$ cat src/rtl/blpd_pkg.sv
// ----------------------------------------------------------------------------
// blpd_pkg: shared types and constants for the bounded linked list
// command, status and payload definitions used by controller and datapath
// ----------------------------------------------------------------------------
package blpd_pkg;

  localparam int Capacity  = 32;
  localparam int SlotW     = $clog2(Capacity);
  localparam int CountW    = $clog2(Capacity + 1);
  localparam int DataW     = 32;
  localparam int ElemW     = 32;
  localparam int OpW       = 3;
  localparam int PosW      = 7;
  localparam int StatusW   = 2;
  localparam int OutCountW = 7;

  localparam logic [OpW-1:0] OP_INS_FRONT = 3'd0;
  localparam logic [OpW-1:0] OP_INS_BACK  = 3'd1;
  localparam logic [OpW-1:0] OP_DEL_FRONT = 3'd2;
  localparam logic [OpW-1:0] OP_DEL_BACK  = 3'd3;
  localparam logic [OpW-1:0] OP_DEL_POS   = 3'd4;
  localparam logic [OpW-1:0] OP_DUMP      = 3'd5;

  localparam logic [StatusW-1:0] ST_OK      = 2'd0;
  localparam logic [StatusW-1:0] ST_EMPTY   = 2'd1;
  localparam logic [StatusW-1:0] ST_FULL    = 2'd2;
  localparam logic [StatusW-1:0] ST_INVALID = 2'd3;

  // controller to datapath
  typedef struct packed {
    logic load;     // capture input item
    logic walk_rst; // cursor to head (tail for delete back), walk index 1
    logic walk;     // cursor follows next link
    logic insert;   // link new node (front or back from held opcode)
    logic unlink;   // unlink cursor node
    logic rd;       // read cursor node links and value
  } blpd_cmd_t;

  // datapath to controller
  typedef struct packed {
    logic [OpW-1:0]    op;
    logic              empty;
    logic              full;
    logic              pos_ok;
    logic              walk_done; // walk index reached target
  } blpd_stat_t;

endpackage

$ cat src/rtl/blpd_datapath.sv
// ----------------------------------------------------------------------------
// blpd_datapath: node pool, links, head/tail/count and walk cursor
// memories for value and links, one read port each with registered data
// ----------------------------------------------------------------------------
module blpd_datapath
  import blpd_pkg::*;
(
  input  logic                clk,
  input  logic                rst,
  input  blpd_cmd_t           cmd,
  input  logic [OpW-1:0]      opcode,
  input  logic [DataW-1:0]    value,
  input  logic [PosW-1:0]     position,
  output blpd_stat_t          stat,
  output logic [CountW-1:0]   cnt,
  output logic [ElemW-1:0]    rd_value
);

  logic [DataW-1:0] value_mem [Capacity];
  logic [SlotW-1:0] next_mem  [Capacity];
  logic [SlotW-1:0] prev_mem  [Capacity];
  logic [Capacity-1:0] slot_used;
  logic [SlotW-1:0] head_slot, tail_slot;
  logic [CountW-1:0] list_count;

  logic [OpW-1:0]   op;
  logic [DataW-1:0] val;
  logic [PosW-1:0]  pos;
  logic [SlotW-1:0] cur;
  logic [PosW-1:0]  idx;
  logic [SlotW-1:0] rd_next, rd_prev;

  // lowest free slot
  logic [SlotW-1:0] free_slot;
  always_comb begin
    free_slot = '0;
    for (int i = Capacity - 1; i >= 0; i--) begin
      if (!slot_used[i]) free_slot = SlotW'(i);
    end
  end

  assign stat.op        = op;
  assign stat.empty     = (list_count == '0);
  assign stat.full      = (list_count == CountW'(Capacity));
  assign stat.pos_ok    = (pos != '0) && ({1'b0, pos} <= (PosW + 1)'(list_count));
  assign stat.walk_done = (idx == pos);
  assign cnt            = list_count;

  // node reads, cursor address
  always_ff @(posedge clk) begin
    if (cmd.rd) begin
      rd_next  <= next_mem[cur];
      rd_prev  <= prev_mem[cur];
      rd_value <= ElemW'(value_mem[cur]);
    end
  end

  // link writes; at most one of insert or unlink per cycle, a few writes each
  logic [SlotW-1:0] s, n_u, p_u;
  assign s   = free_slot;
  assign n_u = rd_next;
  assign p_u = rd_prev;

  always_ff @(posedge clk) begin
    if (cmd.insert) begin
      value_mem[s] <= val;
      if (list_count == '0) begin
        next_mem[s] <= s;
        prev_mem[s] <= s;
      end else begin
        next_mem[s]         <= head_slot;
        prev_mem[s]         <= tail_slot;
        next_mem[tail_slot] <= s;
        prev_mem[head_slot] <= s;
      end
    end else if (cmd.unlink && list_count > CountW'(1)) begin
      next_mem[p_u] <= n_u;
      prev_mem[n_u] <= p_u;
    end
  end

  always_ff @(posedge clk) begin
    if (rst) begin
      slot_used  <= '0;
      head_slot  <= '0;
      tail_slot  <= '0;
      list_count <= '0;
    end else if (cmd.insert) begin
      slot_used[s] <= 1'b1;
      list_count   <= list_count + 1'b1;
      if (list_count == '0) begin
        head_slot <= s;
        tail_slot <= s;
      end else if (op == OP_INS_FRONT) begin
        head_slot <= s;
      end else begin
        tail_slot <= s;
      end
    end else if (cmd.unlink) begin
      slot_used[cur] <= 1'b0;
      if (list_count <= CountW'(1)) begin
        list_count <= '0;
        head_slot  <= '0;
        tail_slot  <= '0;
      end else begin
        list_count <= list_count - 1'b1;
        if (cur == head_slot) head_slot <= n_u;
        if (cur == tail_slot) tail_slot <= p_u;
      end
    end
  end

  // input capture and walk cursor
  always_ff @(posedge clk) begin
    if (cmd.load) begin
      op  <= opcode;
      val <= value;
      pos <= position;
    end
    if (cmd.walk_rst) begin
      cur <= (op == OP_DEL_BACK) ? tail_slot : head_slot;
      idx <= PosW'(1);
    end else if (cmd.walk) begin
      cur <= rd_next;
      idx <= idx + 1'b1;
    end
  end

endmodule

$ cat src/rtl/blpd_ctrl.sv
// ----------------------------------------------------------------------------
// blpd_ctrl: sequencer for list commands
// decodes the held opcode, steps the walk and drives the result strobe
// ----------------------------------------------------------------------------
module blpd_ctrl
  import blpd_pkg::*;
(
  input  logic              clk,
  input  logic              rst,
  input  logic              start,
  input  blpd_stat_t        stat,
  input  logic [CountW-1:0] cnt,
  input  logic [ElemW-1:0]  rd_value,
  output blpd_cmd_t         cmd,
  output logic              busy,
  output logic              done,
  output logic [StatusW-1:0] status,
  output logic [OutCountW-1:0] entry_count,
  output logic [ElemW-1:0]  element,
  output logic              last
);

  typedef enum logic [2:0] {
    S_IDLE, S_DECODE, S_READ, S_STEP, S_UNLINK, S_DUMP, S_REPORT
  } state_t;

  state_t state;
  logic [StatusW-1:0] st_hold;
  logic [CountW-1:0]  dump_left;

  always_comb begin
    cmd = '0;
    cmd.load = (state == S_IDLE) && start;
    unique case (state)
      S_DECODE: begin
        cmd.walk_rst = 1'b1;
        cmd.insert = (stat.op == OP_INS_FRONT || stat.op == OP_INS_BACK) && !stat.full;
      end
      S_READ:   cmd.rd = 1'b1;
      S_STEP:   cmd.walk = 1'b1;
      S_UNLINK: cmd.unlink = 1'b1;
      S_DUMP:   cmd.walk = 1'b1;
      default: ;
    endcase
  end

  assign busy = (state != S_IDLE);

  always_ff @(posedge clk) begin
    if (rst) begin
      state     <= S_IDLE;
      done      <= 1'b0;
      status    <= ST_OK;
      entry_count <= '0;
      element   <= '0;
      last      <= 1'b0;
      st_hold   <= ST_OK;
      dump_left <= '0;
    end else begin
      done <= 1'b0;
      unique case (state)
        S_IDLE: if (start) state <= S_DECODE;
        S_DECODE: begin
          st_hold <= ST_OK;
          state   <= S_REPORT;
          case (stat.op)
            OP_INS_FRONT, OP_INS_BACK: if (stat.full) st_hold <= ST_FULL;
            OP_DEL_FRONT, OP_DEL_BACK: begin
              if (stat.empty) st_hold <= ST_EMPTY;
              else state <= S_READ;
            end
            OP_DEL_POS: begin
              if (!stat.pos_ok) st_hold <= ST_INVALID;
              else state <= S_READ;
            end
            OP_DUMP: begin
              if (stat.empty) st_hold <= ST_EMPTY;
              else begin
                dump_left <= cnt;
                state     <= S_READ;
              end
            end
            default: st_hold <= ST_INVALID;
          endcase
        end
        S_READ: begin
          if (stat.op == OP_DUMP) state <= S_DUMP;
          else if (stat.op == OP_DEL_POS && !stat.walk_done) state <= S_STEP;
          else state <= S_UNLINK;
        end
        S_STEP: state <= S_READ;
        S_UNLINK: state <= S_REPORT;
        S_DUMP: begin
          done        <= 1'b1;
          status      <= ST_OK;
          entry_count <= OutCountW'(cnt);
          element     <= rd_value;
          last        <= (dump_left == CountW'(1));
          dump_left   <= dump_left - 1'b1;
          state       <= (dump_left == CountW'(1)) ? S_IDLE : S_READ;
        end
        S_REPORT: begin
          done        <= 1'b1;
          status      <= st_hold;
          entry_count <= OutCountW'(cnt);
          element     <= '0;
          last        <= 1'b1;
          state       <= S_IDLE;
        end
        default: state <= S_IDLE;
      endcase
    end
  end

endmodule

$ cat src/rtl/bounded_list_positional_delete.sv
// ----------------------------------------------------------------------------
// bounded_list_positional_delete: bounded circular doubly linked list
// ordered list of signed words in a 32-node pool with insert, delete and dump
// ----------------------------------------------------------------------------
// a transaction is accepted on a clock edge with start high and busy low.
// results appear for one cycle each with done high and cannot be stalled:
// the receiver must take every result in the cycle it is shown. inserts pass
// through decode and report, deletes through decode, read, unlink and report
// (at position k first alternating read and step until the walk reaches k),
// and a dump alternates read and dump; the walk follows one next link per
// step via the link memory's single read port. dump gives one result per
// element, head to tail, last on the final one; others give one result with
// status and new count. busy falls in the cycle the last result is shown.
// ----------------------------------------------------------------------------
module bounded_list_positional_delete
  import blpd_pkg::*;
(
  input  logic                      clk,
  input  logic                      rst,
  input  logic                      start,
  output logic                      busy,
  input  logic [OpW-1:0]            opcode,
  input  logic signed [DataW-1:0]   value,
  input  logic [PosW-1:0]           position,
  output logic                      done,
  output logic [StatusW-1:0]        status,
  output logic [OutCountW-1:0]      entry_count,
  output logic signed [ElemW-1:0]   element,
  output logic                      last
);

  blpd_cmd_t          cmd;
  blpd_stat_t         stat;
  logic [CountW-1:0]  cnt;
  logic [ElemW-1:0]   rd_value;

  // node pool and list pointers
  blpd_datapath u_dp (
    .clk      (clk),
    .rst      (rst),
    .cmd      (cmd),
    .opcode   (opcode),
    .value    (value),
    .position (position),
    .stat     (stat),
    .cnt      (cnt),
    .rd_value (rd_value)
  );

  // command sequencer and result register
  blpd_ctrl u_ctrl (
    .clk         (clk),
    .rst         (rst),
    .start       (start),
    .stat        (stat),
    .cnt         (cnt),
    .rd_value    (rd_value),
    .cmd         (cmd),
    .busy        (busy),
    .done        (done),
    .status      (status),
    .entry_count (entry_count),
    .element     (element),
    .last        (last)
  );

endmodule
$ cat config.mk
export PLATFORM = sky130hd
export DESIGN_NAME = bounded_list_positional_delete
export DESIGN_NICKNAME = d
export VERILOG_FILES = /design/src/rtl/blpd_pkg.sv /design/src/rtl/blpd_datapath.sv /design/src/rtl/blpd_ctrl.sv /design/src/rtl/bounded_list_positional_delete.sv
export SDC_FILE = /design/constraint.sdc
export NUM_CORES = 2
export LEC_CHECK = 0
export BUFFER_PORTS_ARGS = -buffer_cell sky130_fd_sc_hd__buf_2
export CAP_MARGIN = 20
export CORE_MARGIN = 1
export CORE_UTILIZATION = 55
export DETAILED_ROUTE_END_ITERATION = 16
export HOLD_SLACK_MARGIN = 0.06
export PLACE_DENSITY_LB_ADDON = 0.25
export SYNTH_ARGS = -nofsm -noshare
export SYNTH_HDL_FRONTEND = slang
export SYNTH_SLANG_ARGS = --single-unit
$ cat constraint.sdc
create_clock -name clk -period 5.2 [get_ports clk]
set_clock_uncertainty 0.05 [all_clocks]
set_input_delay 0.78 -clock clk [delete_from_list [all_inputs] [get_ports clk]]
set_output_delay 0.78 -clock clk [all_outputs]
set_load 0.02 [all_outputs]
== Yosys cells after proc, flatten, opt, wreduce, memory -nomap -nowiden ==
Memories as Yosys holds them, arrays and structs flattened. A register that Yosys moved wholly into a read port is not among the register bits.
Cells that the tools add are included.
Storage, ports and cells
  memories: 3
  bits of input ports: 45
  register bits: 155
  output and inout port bits: 44
  word-level logic and storage cells: 186
  bits in writable memories: 1344
  memory bits (read-only): 0
  latch bits: 0
Memory list
  u_dp.value_mem: depth 32, width 32, rd ports 1, clocked after memory_dff 1, write ports 1, RTL line blpd_datapath.sv:19  | logic [DataW-1:0] value_mem [Capacity];
  u_dp.next_mem: depth 32, width 5, rd ports 1, clocked after memory_dff 1, write ports 2, RTL line blpd_datapath.sv:20  | logic [SlotW-1:0] next_mem [Capacity];
  u_dp.prev_mem: depth 32, width 5, rd ports 1, clocked after memory_dff 1, write ports 2, RTL line blpd_datapath.sv:21  | logic [SlotW-1:0] prev_mem [Capacity];
Cells by class
  multipliers: 0
  add/subtract/negate cells: 4
  reductions and logical operators: 30
  order comparisons: 7
  mux-type cells: 99
  bitwise operators: 5
  shift operators: 0
  div/mod/pow operators: 0
  equality and inequality tests: 21
Operators by type and width (count)
  $mux W5: 53
  $mux W32: 2
  $pmux W32 S2: 1
  $and A32 B32 Y32: 1
  $not A32 Y32: 1
  $or A32 B32 Y32: 1
  $mux W6: 5
  $mux W1: 22
  $pmux W3 S6: 1
  $eq A3 B3 Y1 const B: 5
  $mux W3: 5
  $eq A3 B2 Y1 const B: 4
  $lt A5 B6 Y1 const B: 2
  $pmux W6 S2: 1
  $sub A6 B1 Y6 const B: 2
  $demux W1 S5: 2
  $eq A5 B5 Y1: 2
  $ge A5 B1 Y1 const B: 2
  $reduce_or A5 Y1: 2
  $reduce_and A3 Y1: 3
  $reduce_bool A3 Y1: 3
  $reduce_bool A2 Y1: 4
  $add A7 B1 Y7 const B: 1
  $eq A7 B7 Y1: 1
  25 further kinds: 40

== Longest topological paths before layout ==
  word-level depth: 38
  mapped depth: 14
  mapped depth without buffers: 9

== Cells and area by module ==
Synthesis repeated with hierarchy kept, for this count alone.
Unflattened totals
  cells, all modules: 3719
  area total of the unflattened synthesis: 63422.1 µm²
Modules (own cells, without submodules)
  blpd_datapath: times used 1, seq. area each 44132.3 µm², area each 61242.5 µm², cells each 3465
  blpd_ctrl: times used 1, seq. area each 1061.0 µm², area each 2179.6 µm², cells each 254

== Worst setup path after synthesis ==
Ideal clock, no wire load.
  kind: register -> register
  start point: register u_dp.list_count[0] (netlist: u_dp.cnt[0])
  end point: memory u_dp.value_mem[7][0], enable pin
  setup slack: 1327 ps
  arrival time: 3402 ps
  data required time: 4729 ps
  stages on the path, launching flop included: 11
  period minus slack after synthesis: 3873 ps
  buffers on the path: 4
  setup time: 421 ps
  cell sequence: dfxtp_1 > clkbuf_1 > inv_1 > ha_1 > or4b_1 > clkbuf_2 > o211a_1 > clkbuf_1 > clkbuf_1 > nand3_1 > nor2_1
Between the ends
  cells in the longest elaborated chain, start to end: 6
RTL lines
  start, declared: RTL line blpd_datapath.sv:24  | logic [CountW-1:0] list_count;
  start signal, assigned: RTL line blpd_datapath.sv:90  | list_count <= list_count + 1'b1;
  start signal, assigned: RTL line blpd_datapath.sv:106  | list_count <= list_count - 1'b1;
  $eq A6 B6 Y1: RTL line blpd_datapath.sv:44  | assign stat.full = (list_count == CountW'(Capacity));
  $logic_not A1 Y1: RTL line blpd_ctrl.sv:37  | cmd.insert = (stat.op == OP_INS_FRONT || stat.op == OP_INS_BACK) && !stat.full;
  $logic_and A1 B1 Y1: RTL line blpd_ctrl.sv:37
  $mux W1: RTL line blpd_ctrl.sv:34  | unique case (state)
  $mux W1: RTL line blpd_datapath.sv:65  | if (cmd.insert) begin
  $mux W1 (implied by the code): RTL line blpd_datapath.sv:66  | value_mem[s] <= val;
  end, declared: RTL line blpd_datapath.sv:19
Every way passes these cells.

==> reports/metrics.csv <==
stage;metric;value;unit
run_status;status;finished clean;
power;power;0.03400;W
critical_path;crit_path_top_delay_cell;o21ai_0;
cells_and_area;diodes;0;
sta;tns;0;ns
cells_and_area;area_delta_synth_final;12.10;%
routing;drtPass1Iterations;8;
logic_synthesis;syn_area_per_cell;16.90;um^2
die;io_pins;89;
logic_synthesis;ys_seq_area_share;71.70;%
critical_path;crit_chain;inv_1, ha_1, or4b_1, and3_4, or3_4, o32ai_1, nand2b_1, o21ai_0;
grt;antenna_found_initial;3;
placed_design;globalplace.congestion;0.8963;
routing;vias;36340;
clock_tree;cts.clk_slew.worst_paths;0.06;ns
routing;drtIter0Drc;5469;
grt;grt_pass1_vias;35620;
grt;grt_use_total;28.61;%
power;p_per_area;481.1;nW/um^2
job;drv_cap;0;
min_path;min_path_cells;1;
logic_synthesis;mappedNetlistNets;3787;
die;rows;123;
placed_design;dp_hpwl;94270;um
sta;clock.fmax;232.9;MHz
power;ir_worst_vdd;340.1;uV
routing;drc;0;
logic_synthesis;synth_warnings;0;
clock_tree;root_buffer;clkbuf_16;
grt;grt_pass1_wl;240900;um
clock_tree;hold_buffers;0;
critical_path;required;5.53;ns
critical_path;critPathTopFamily;simple AND/OR/NAND/NOR gates;
sta;tightest_slew;1.183;ns
die;fp.dieH;340.5;um
die;start_util;55.72;%
placed_design;dp.cells;5180;
logic_synthesis;synth_edf_count;1433;
critical_path;critPathKind;reg2reg;
sta;rsz0062_at_grt;false;
logic_synthesis;syn_area;63030;um^2
critical_path;start_kind;register;
logic_synthesis;synth_flop_cell;edfxtp_1;
routing;wl;165600;um
cells_and_area;drive_above_1_share;21.23;%
routing;ant_nets;0;
power;p_leak;23.27;nW
logic_synthesis;synth_cells;3730;
routing;vias_per_cell;6.648;
sta;finalSetupViolCount;0;
logic_synthesis;synth-seq-cells;1541;
critical_path;path_depth;8;
cells_and_area;layout.nets;3895;
critical_path;slowest_delay;0.66;ns
die;die_w;340.5;um
clock_tree;cts_resized;0;
sta;report.final.slew_viol_count;0;
clock_tree;cts.sinks;1541;
critical_path;cp-end-kind;register;
cells_and_area;n_fill_cell;7868;
cells_and_area;fin_util;62.46;%
routing;routedWlPerCell;30.29;um
critical_path;crit_buf_inv;1;
grt;grt_overflow;0;
clock_tree;htree_levels;4;
placed_design;io_buffers;87;
clock_tree;post-cts-setup-buffers;0;
logic_synthesis;synth.distinct_cells;80;
cells_and_area;layout.cells.non_filler;5466;
critical_path;r2r_cells;8;
sta;post-route-min-period;4.294;ns
clock_tree;cts_buffers;156;
grt;grt_max_degree;125;
sta;final.period_utilization;82.57;%
die;dieArea;116000;um^2
clock_tree;cts_tree;done;
min_path;hold_path.class;in2reg;
logic_synthesis;synthArstFlopShare;0;%
die;core_area;113100;um^2
sta;hold_violations;0;
critical_path;cp_max_fo;22;
clock_tree;clk-insertion-delay-late;0.76;ns
critical_path;cp_data_arrival_time;4.63;ns
sta;max_slew_margin;20.95;%
clock_tree;clockBufferDepth;3;
sta;finalHoldWorstSlack;0.1367;ns
[cells by family after synthesis]
kind of cell,Yosys count,synth area share [%]
buf+inv,302,1.975
mux,442,13.69
other cells,1,0.005950
compound gates,711,7.055
xor+xnor,25,0.3474
fa+ha+maj,12,0.2382
simple gates,696,4.987
flops,1541,71.70
[layer usage]
| metal | global-route usage, % | vias up | wire length, um |
|---|---|---|---|
| met5 | 0 | - | 7 |
| met4 | 9.015 | 2 | 4776 |
| met3 | 5.754 | 319 | 17630 |
| met2 | 44.31 | 2294 | 78450 |
| met1 | 41.34 | 18540 | 64720 |
| li1 | - | 15190 | - |
[state kept, by name, indices dropped and copies added, names as in the netlist, 6 cells and up]
signal,cells
u_dp.value_mem,1024
u_dp.next_mem,160
u_dp.prev_mem,160
u_ctrl.element,32
u_dp.rd_value,32
u_dp.slot_used,32
u_dp.val,32
u_dp.idx,7
u_dp.pos,7
u_ctrl.dump_left,6
u_ctrl.entry_count,6
u_dp.cnt,6
[worst register-to-register path, stage by stage (launching register included)]
cell	delay [ns]
dfxtp_1	0.43
inv_1	0.17
ha_1	0.27
or4b_1	0.57
and3_4	0.29
or3_4	0.56
o32ai_1	0.58
nand2b_1	0.33
o21ai_0	0.67
[path summary, 6_finish.rpt]
check                           slack (ns)             endpoint         from
worst max-delay path                  0.91  u_dp.prev_mem[8][4]  u_dp.cnt[0]
worst min-delay path                  0.14         u_dp.val[16]    value[16]
worst min register to register        0.41          u_ctrl.last  u_ctrl.last
worst max register to register        0.91  u_dp.prev_mem[8][4]  u_dp.cnt[0]
[Yosys cell counts (all sizes together), types with 4 or more instances]
library cell     n  area share (%)
and3b            7           0.097
mux4           336              12
o31a             6           0.083
and3            10            0.11
dfxtp          108             3.4
clkbuf         165            0.98
nand3b           4           0.048
inv             50            0.30
nor3b           11            0.14
nand3           43            0.34
a31oi            8            0.11
o22ai           34            0.34
nand2b           9           0.089
xnor2           13            0.18
a311oi           4           0.056
o21ai          281             2.2
o31ai            5            0.10
o21a             5           0.060
nor2           159            0.95
a22oi          202             2.4
mux2i          106             1.7
or3              9           0.097
xor2            12            0.17
edfxtp        1433              68
or2              4           0.040
a221oi           6            0.10
nor2b            8           0.079
and2             6           0.060
nor3            27            0.26
ha              12            0.24
nand4           56            0.56
buf             87            0.69
nand2          333             2.0
a211oi          13            0.16
a21oi          116            0.93
[cell usage in the layout (no fill, tap or decap), types with 86 or more instances in the layout]
cell | netlist | layout
nand2_1 | 332 | 330
clkbuf_16 | 0 | 160
o21ai_0 | 246 | 246
mux2i_1 | 106 | 106
edfxtp_1 | 1433 | 1433
buf_2 | 22 | 86
a22oi_1 | 201 | 201
buf_4 | 4 | 96
dfxtp_1 | 108 | 108
mux4_2 | 336 | 336
nor2_1 | 159 | 155
a21oi_1 | 115 | 113
[per-stage QoR]
stage / worst slack, ns / cell area, um^2
5_1_grt: 0.6917 / 70660
6_report: 0.9064 / 70660
3_5_place_dp: 1.028 / 65530
2_1_floorplan: 1.327 / 63030
3_3_place_gp: 1.059 / 65490
4_1_cts: 1.019 / 70660
[cell type report]
class                           count  area, um^2  share of cell area (%)
Clock buffer                      212        4329                   6.127
Clock inverter                     74       798.3                   1.130
Inverter                           50       187.7                  0.2656
Multi-Input combinational cell   1887       16730                   23.68
Sequential cell                  1541       45190                   63.96
Tap cell                         1500        1877                   2.656
Timing Repair Buffer              202        1543                   2.183
[power breakdown]
group,internal (W),switching (W),leakage [nW]
combinational,0.00294,0.00406,6.93
clock,0.00651,0.00471,2.50
sequential,0.0148,0.000998,13.8
Power figures use the tool's default switching activity.
